**config.mk**
```make
export PLATFORM = sky130hd
export DESIGN_NAME = button_long_press_double_click
export DESIGN_NICKNAME = d
export VERILOG_FILES = /design/src/rtl/btn_lpdc_pkg.sv /design/src/rtl/button_long_press_double_click.sv /design/src/rtl/btn_lpdc_cfg.sv /design/src/rtl/btn_lpdc_core.sv
export SDC_FILE = /design/constraint.sdc
export NUM_CORES = 1
export LEC_CHECK = 0
export ABC_AREA = 1
export BUFFER_PORTS_ARGS = -buffer_cell sky130_fd_sc_hd__buf_4
export CORE_MARGIN = 2
export CORE_UTILIZATION = 36
export DETAILED_ROUTE_END_ITERATION = 8
export GPL_TIMING_DRIVEN = 0
export PLACE_DENSITY = 0.55
export SLEW_MARGIN = 10
export SYNTH_ARGS = -nofsm -noshare
export SYNTH_HDL_FRONTEND = slang
export SYNTH_SLANG_ARGS = --single-unit
```
**constraint.sdc**
```tcl
create_clock -name i_clk -period 7.88 [get_ports i_clk]
set_input_delay 1.182 -clock i_clk [delete_from_list [all_inputs] [get_ports i_clk]]
set_output_delay 1.182 -clock i_clk [all_outputs]
set_load 0.1 [all_outputs]
```
**src/rtl/btn_lpdc_pkg.sv**
```systemverilog
// Package for the button long-press / double-click detector.
// Types, register indexes and reset values; no dependencies.
package btn_lpdc_pkg;

    localparam int unsigned HoldW = 12;
    localparam int unsigned GapW  = 8;
    localparam int unsigned CfgIdxW  = 2;
    localparam int unsigned CfgDataW = 12;

    localparam logic [HoldW-1:0] HoldMax = '1;
    localparam logic [GapW-1:0]  GapMax  = '1;

    localparam logic [HoldW-1:0] LongThresholdRst = 12'd250;
    localparam logic [HoldW-1:0] HoldLimitRst     = 12'd1000;
    localparam logic [GapW-1:0]  GapTicksRst      = 8'd25;

    localparam logic [CfgIdxW-1:0] REG_LONG_THRESHOLD = 2'd0;
    localparam logic [CfgIdxW-1:0] REG_HOLD_LIMIT     = 2'd1;
    localparam logic [CfgIdxW-1:0] REG_GAP_TICKS      = 2'd2;

    typedef enum logic [2:0] {
        PH_IDLE   = 3'd0,
        PH_HOLD   = 3'd1,
        PH_WREL   = 3'd2,
        PH_GAP    = 3'd3,
        PH_SECOND = 3'd4
    } t_phase;

    typedef struct packed {
        logic pressed;
        logic read_long;
        logic read_double;
    } t_item;

    typedef struct packed {
        logic long_press;
        logic double_click;
    } t_result;

    typedef struct packed {
        logic [HoldW-1:0] long_threshold;
        logic [HoldW-1:0] hold_limit;
        logic [GapW-1:0]  gap_ticks;
    } t_cfg;

endpackage

```
**src/rtl/button_long_press_double_click.sv**
```systemverilog
// Top level of the button long-press / double-click detector.
// Uses btn_lpdc_pkg, btn_lpdc_cfg and btn_lpdc_core.
//
//   channel | signals                                    | dir
//   in      | i_in_valid, o_in_ready, i_pressed,         | in
//           | i_read_long, i_read_double                 |
//   out     | o_out_valid, i_out_ready, o_long_press,    | out
//           | o_double_click                             |
//   cfg     | i_cfg_valid, o_cfg_ready, i_cfg_index,     | in
//           | i_cfg_data                                 |
//
// One beat per clock sustained while the output is ready; a beat passes
// the input register, then the state update into the result register.
// Reset clears the state machine, flags and both valid bits; registers
// take their reset values. A stalled output holds its beat while the
// input register still takes one more. Config writes are always ready.
module button_long_press_double_click (
    input  logic                               i_clk,
    input  logic                               i_rst_n,
    input  logic                               i_in_valid,
    output logic                               o_in_ready,
    input  logic                               i_pressed,
    input  logic                               i_read_long,
    input  logic                               i_read_double,
    output logic                               o_out_valid,
    input  logic                               i_out_ready,
    output logic                               o_long_press,
    output logic                               o_double_click,
    input  logic                               i_cfg_valid,
    output logic                               o_cfg_ready,
    input  logic [btn_lpdc_pkg::CfgIdxW-1:0]   i_cfg_index,
    input  logic [btn_lpdc_pkg::CfgDataW-1:0]  i_cfg_data
);
    import btn_lpdc_pkg::*;

    logic    r_in_valid;
    t_item   r_item;
    logic    r_out_valid;
    t_result r_result;
    t_result core_result;
    t_cfg    cfg;
    logic    adv;

    assign adv        = r_in_valid && (!r_out_valid || i_out_ready);
    assign o_in_ready = !r_in_valid || adv;
    assign o_cfg_ready = 1'b1;

    btn_lpdc_cfg u_cfg (
        .i_clk       (i_clk),
        .i_rst_n     (i_rst_n),
        .i_cfg_valid (i_cfg_valid),
        .i_cfg_index (i_cfg_index),
        .i_cfg_data  (i_cfg_data),
        .o_cfg       (cfg)
    );

    btn_lpdc_core u_core (
        .i_clk    (i_clk),
        .i_rst_n  (i_rst_n),
        .i_step   (adv),
        .i_item   (r_item),
        .i_cfg    (cfg),
        .o_result (core_result)
    );

    always_ff @(posedge i_clk) begin
        if (!i_rst_n) begin
            r_in_valid  <= 1'b0;
            r_out_valid <= 1'b0;
        end else begin
            if (o_in_ready) begin
                r_in_valid <= i_in_valid;
            end
            if (adv) begin
                r_out_valid <= 1'b1;
            end else if (i_out_ready) begin
                r_out_valid <= 1'b0;
            end
        end
    end

    always_ff @(posedge i_clk) begin
        if (o_in_ready && i_in_valid) begin
            r_item.pressed     <= i_pressed;
            r_item.read_long   <= i_read_long;
            r_item.read_double <= i_read_double;
        end
        if (adv) begin
            r_result <= core_result;
        end
    end

    assign o_out_valid    = r_out_valid;
    assign o_long_press   = r_result.long_press;
    assign o_double_click = r_result.double_click;

endmodule

```
**src/rtl/btn_lpdc_cfg.sv**
```systemverilog
// Configuration register file: long threshold, hold limit, gap length.
// Depends on btn_lpdc_pkg.
module btn_lpdc_cfg (
    input  logic                               i_clk,
    input  logic                               i_rst_n,
    input  logic                               i_cfg_valid,
    input  logic [btn_lpdc_pkg::CfgIdxW-1:0]   i_cfg_index,
    input  logic [btn_lpdc_pkg::CfgDataW-1:0]  i_cfg_data,
    output btn_lpdc_pkg::t_cfg                 o_cfg
);
    import btn_lpdc_pkg::*;

    t_cfg r_cfg;

    always_ff @(posedge i_clk) begin
        if (!i_rst_n) begin
            r_cfg.long_threshold <= LongThresholdRst;
            r_cfg.hold_limit     <= HoldLimitRst;
            r_cfg.gap_ticks      <= GapTicksRst;
        end else if (i_cfg_valid) begin
            case (i_cfg_index)
                REG_LONG_THRESHOLD: r_cfg.long_threshold <= i_cfg_data[HoldW-1:0];
                REG_HOLD_LIMIT:     r_cfg.hold_limit     <= i_cfg_data[HoldW-1:0];
                REG_GAP_TICKS:      r_cfg.gap_ticks      <= i_cfg_data[GapW-1:0];
                default: begin
                end
            endcase
        end
    end

    assign o_cfg = r_cfg;

endmodule

```
**src/rtl/btn_lpdc_core.sv**
```systemverilog
// Press/gap state machine, sticky flags and read-and-clear logic.
// Advances one tick per i_step. Depends on btn_lpdc_pkg.
module btn_lpdc_core (
    input  logic                 i_clk,
    input  logic                 i_rst_n,
    input  logic                 i_step,
    input  btn_lpdc_pkg::t_item  i_item,
    input  btn_lpdc_pkg::t_cfg   i_cfg,
    output btn_lpdc_pkg::t_result o_result
);
    import btn_lpdc_pkg::*;

    t_phase           r_phase, n_phase;
    logic [HoldW-1:0] r_hold, n_hold;
    logic [GapW-1:0]  r_gap, n_gap;
    logic             r_prev;
    logic             r_long_flag, n_long_flag;
    logic             r_double_flag, n_double_flag;
    logic             r_long_decided, n_long_decided;
    logic             set_long, set_double;
    logic [HoldW-1:0] hold_inc;
    logic [GapW-1:0]  gap_inc;
    logic             is_long;
    logic             lvl;

    assign lvl      = i_item.pressed;
    assign hold_inc = ((r_hold < i_cfg.hold_limit) && (r_hold != HoldMax)) ?
                      r_hold + 1'b1 : r_hold;
    assign gap_inc  = (r_gap != GapMax) ? r_gap + 1'b1 : r_gap;

    // next state
    always_comb begin
        n_phase        = r_phase;
        n_hold         = r_hold;
        n_gap          = r_gap;
        n_long_decided = r_long_decided;
        set_long       = 1'b0;
        set_double     = 1'b0;
        is_long        = 1'b0;
        case (r_phase)
            PH_IDLE: begin
                if (lvl && !r_prev) begin
                    n_hold  = {{(HoldW-1){1'b0}}, 1'b1};
                    n_phase = PH_HOLD;
                    if (i_cfg.hold_limit <= {{(HoldW-1){1'b0}}, 1'b1}) begin
                        is_long        = ({{(HoldW-1){1'b0}}, 1'b1} >= i_cfg.long_threshold);
                        set_long       = is_long;
                        n_long_decided = is_long;
                        n_phase        = PH_WREL;
                    end
                end
            end
            PH_HOLD: begin
                if (lvl) begin
                    n_hold = hold_inc;
                    if (hold_inc >= i_cfg.hold_limit) begin
                        is_long        = (hold_inc >= i_cfg.long_threshold);
                        set_long       = is_long;
                        n_long_decided = is_long;
                        n_phase        = PH_WREL;
                    end
                end else begin
                    is_long        = (r_hold >= i_cfg.long_threshold);
                    set_long       = is_long;
                    n_long_decided = is_long;
                    if (is_long) begin
                        n_phase = PH_IDLE;
                    end else begin
                        n_gap   = '0;
                        n_phase = PH_GAP;
                    end
                end
            end
            PH_WREL: begin
                if (!lvl) begin
                    if (r_long_decided) begin
                        n_phase = PH_IDLE;
                    end else begin
                        n_gap   = '0;
                        n_phase = PH_GAP;
                    end
                end
            end
            PH_GAP: begin
                n_gap = gap_inc;
                if (gap_inc >= i_cfg.gap_ticks) begin
                    n_phase = lvl ? PH_SECOND : PH_IDLE;
                end
            end
            PH_SECOND: begin
                if (!lvl) begin
                    set_double = 1'b1;
                    n_phase    = PH_IDLE;
                end
            end
            default: begin
                n_phase = PH_IDLE;
            end
        endcase
    end

    // flags and read strobes
    always_comb begin
        n_long_flag           = r_long_flag | set_long;
        n_double_flag         = r_double_flag | set_double;
        o_result.long_press   = 1'b0;
        o_result.double_click = 1'b0;
        if (i_item.read_long) begin
            o_result.long_press = n_long_flag;
            n_long_flag         = 1'b0;
        end
        if (i_item.read_double) begin
            o_result.double_click = n_double_flag;
            n_double_flag         = 1'b0;
        end
    end

    always_ff @(posedge i_clk) begin
        if (!i_rst_n) begin
            r_phase        <= PH_IDLE;
            r_hold         <= '0;
            r_gap          <= '0;
            r_prev         <= 1'b0;
            r_long_flag    <= 1'b0;
            r_double_flag  <= 1'b0;
            r_long_decided <= 1'b0;
        end else if (i_step) begin
            r_phase        <= n_phase;
            r_hold         <= n_hold;
            r_gap          <= n_gap;
            r_prev         <= lvl;
            r_long_flag    <= n_long_flag;
            r_double_flag  <= n_double_flag;
            r_long_decided <= n_long_decided;
        end
    end

endmodule
```
==> reports/metrics.cfg <==
[status]
status=finished clean

[yosys]
syn_inst=661
yosys_warnings=0
synthesis.area_sq_um=4740
seq_area_frac_synth_pct=28.9
async_flop_share_pct=0
ys_types=46
synth_most_common_cell=nand2_1
synth_area_leaders=dfxtp_1 (26%), ha_1 (15%), nand2_1 (13%)
synth_fp_nets=740
synthFlopType=dfxtp_1
synth-edff-count=5
synth.avg_cell_area_sq_um=7.17
synth_commonest_cells=nand2_1 (163), inv_1 (99), dfxtp_1 (61)
synth.largest_area_cell=dfxtp_1
synth_top_area_share_pct=25.8
yosys_register_bits=66

[global_route]
antenna_found_initial=0
grt-ovfl-total=0
grt_max_degree=11
grt_pass1_wl_mm=20.1
first_global_vias=4089
grt_usage_pct=17.9

[pwr]
clock_power_share_pct=46.8
p_switching_mw=0.230
netSwitchingFraction_pct=26.2
p_seq_share_pct=40.9
leakagePower_nw=2.59
ir_drop_uv=78.4
power.internal_mw=0.649
power.density_nw_per_um2=162
p_comb_share_pct=12.3

[cts]
cts.path.max_buffers=2
cts_tree=built
numCtsBuffers=9
path_clk_slew_ns=0.05
cts_resized=0
cts_sinks=66
htreeDepth=3
clockRootBuffer=clkbuf_16
cts_hold_buf=0
cts_setup_buffers=0
worstSkewPairLatency_ns=0.34

[routing]
via_per_inst=4.90
ant_nets=0
drt_wl_total_mm=11.9
drt-wirelength-per-cell_um=13.7
drt_pre_antenna_iters=4
drt-initial-drc-count=321
drc=0
num_vias=4279

[final_layout]
fin_nets=775
antennaDiodeCount=0
syn2layout_area_growth_pct=14.6
drive_gt1_share_pct=12.1
post-route-cell-area_sq_um=5440

[sta]
hold_viol=0
rsz0062_at_grt=false
fin_setup_tns_ns=0
finClkSkew_ns=0.00988
fin_crit_ns=3.41
setup_viol=0
max_slew_margin_pct=55.1
slew_violations=0
postLayoutSetupSlackWorst_ns=4.47
worst_pin_slew_ns=0.673
fin_crit_sh_pct=43.3
clock.fmax_ghz=0.293

[placement]
dp_slack_ns=4.52
place_area_sq_um=5140
gp_congestion=0.889
io_buffers=24
dpl.hpwl_mm=9.57

[die]
dieWidth_um=119
io_pins=27
die-height_um=119
fp-row-count=41
coreArea_sq_um=12700
initial_core_util_pct=37.3
die-area_sq_um=14100

[setup_path]
critPathLaunchType=register
cp.required_ns=8.10
endpoint_kind=register
worstPathMaxFanout=10
setup.worst_path.class=register to register
cp.arrival_ns=3.63
reg2reg_depth=22
r2r_slack_ns=4.47

[run]
cap_violations=0

[hold_path]
hp-class=register to register
hold_path_depth=2

[metal layers]
metal  GRT usage [%]  part of all wire (%)  vias to the layer above
met5               0                     0                        -
met1            24.8                    51                     1949
met2            28.3                    44                       68
met3            2.99                   3.7                       16
li1                -                     -                     2246
met4            5.80                   1.4                        0
[per-stage QoR]
step / power (mW) / util, % / instances / hold slack, ns
6_report: 0.879 / 42.7 / 873 / 0.471
5_1_grt: 0.920 / 42.7 / 873 / 0.493
4_1_cts: 0.889 / 42.7 / 873 / 0.474
3_5_place_dp: 0.474 / 40.4 / 857 / 0.467
3_3_place_gp: 0.472 / 40.4 / 857 / 0.457
2_1_floorplan: 0.441 / - / 661 / 0.435
[power groups by stage]
stage | registers (mW) | logic (mW) | clock network (mW)
6_report | 0.359 | 0.108 | 0.411
5_1_grt | 0.360 | 0.123 | 0.437
4_1_cts | 0.359 | 0.109 | 0.421
3_5_place_dp | 0.366 | 0.108 | 0
3_3_place_gp | 0.366 | 0.106 | 0
2_1_floorplan | 0.370 | 0.0708 | 0
[kinds of logic after synthesis]
group | synth area share, %
flip-flops | 28.9
other | 0.0791
multiplexers | 0.211
adder cells (fa/ha/maj) | 15.0
AO/OA/AOI/OAI | 15.2
XOR/XNOR | 2.40
AND/OR/NAND/NOR | 28.0
buffers and inverters | 10.2
[worst paths after layout]
kind                            end        startpoint
setup / recovery  u_core.r_phase[0]  u_core.r_hold[1]
hold / removal       u_cfg.o_cfg[1]    u_cfg.o_cfg[1]
setup reg to reg  u_core.r_phase[0]  u_core.r_hold[1]
hold reg to reg      u_cfg.o_cfg[1]    u_cfg.o_cfg[1]
[critical path, stage by stage, from the launching register on]
cell and delay, ns:
dfxtp_1 0.45, ha_1 0.29, nand2_1 0.10, inv_1 0.07, nand2_1 0.09, nor2_2 0.11, a21o_1 0.16, nor2_4 0.06
nand2_2 0.08, buf_4 0.18, nand2_1 0.10, nand2_1 0.08, inv_1 0.07, ha_1 0.29, nand2_1 0.07, nor2_1 0.15
nand2_1 0.08, nor2_1 0.14, nand2_1 0.09, nand3_1 0.13, nand3_1 0.21, nor3_1 0.23, nor2_1 0.07
[cells in the final DEF, fill, tap and decap left out, types with 13 or more instances in the layout]
| cell type | instances |
|---|---|
| dfxtp_1 | 61 |
| nor2_1 | 31 |
| clkbuf_1 | 13 |
| a21oi_1 | 58 |
| o21ai_0 | 24 |
| nand3_1 | 37 |
| inv_1 | 99 |
| o211ai_1 | 15 |
| nor3_1 | 15 |
| buf_4 | 27 |
| nand2_1 | 163 |
| ha_1 | 57 |
[cell type report]
type | count | area [sq um]
timing repair buffer | 24 | 180
clock buffer | 14 | 264
clock inverter | 2 | 35.0
sequential | 66 | 1370
multi-input combinational | 475 | 2890
fill | 1344 | 7290
tap | 172 | 215
buffer | 17 | 95.1
inverter | 103 | 387
[state kept, by name, summed over array words and instances, names as in the netlist]
register / cells
o_long_press: 1
u_core.r_phase: 3
u_core.r_hold: 12
u_core.r_long_decided: 1
u_core.r_prev: 1
r_in_valid: 1
u_core.r_gap: 8
o_out_valid: 1
r_item: 3
u_core.r_double_flag: 1
u_cfg.o_cfg: 32
u_core.r_long_flag: 1
o_double_click: 1
No activity file was read; power rests on OpenSTA's default activity.
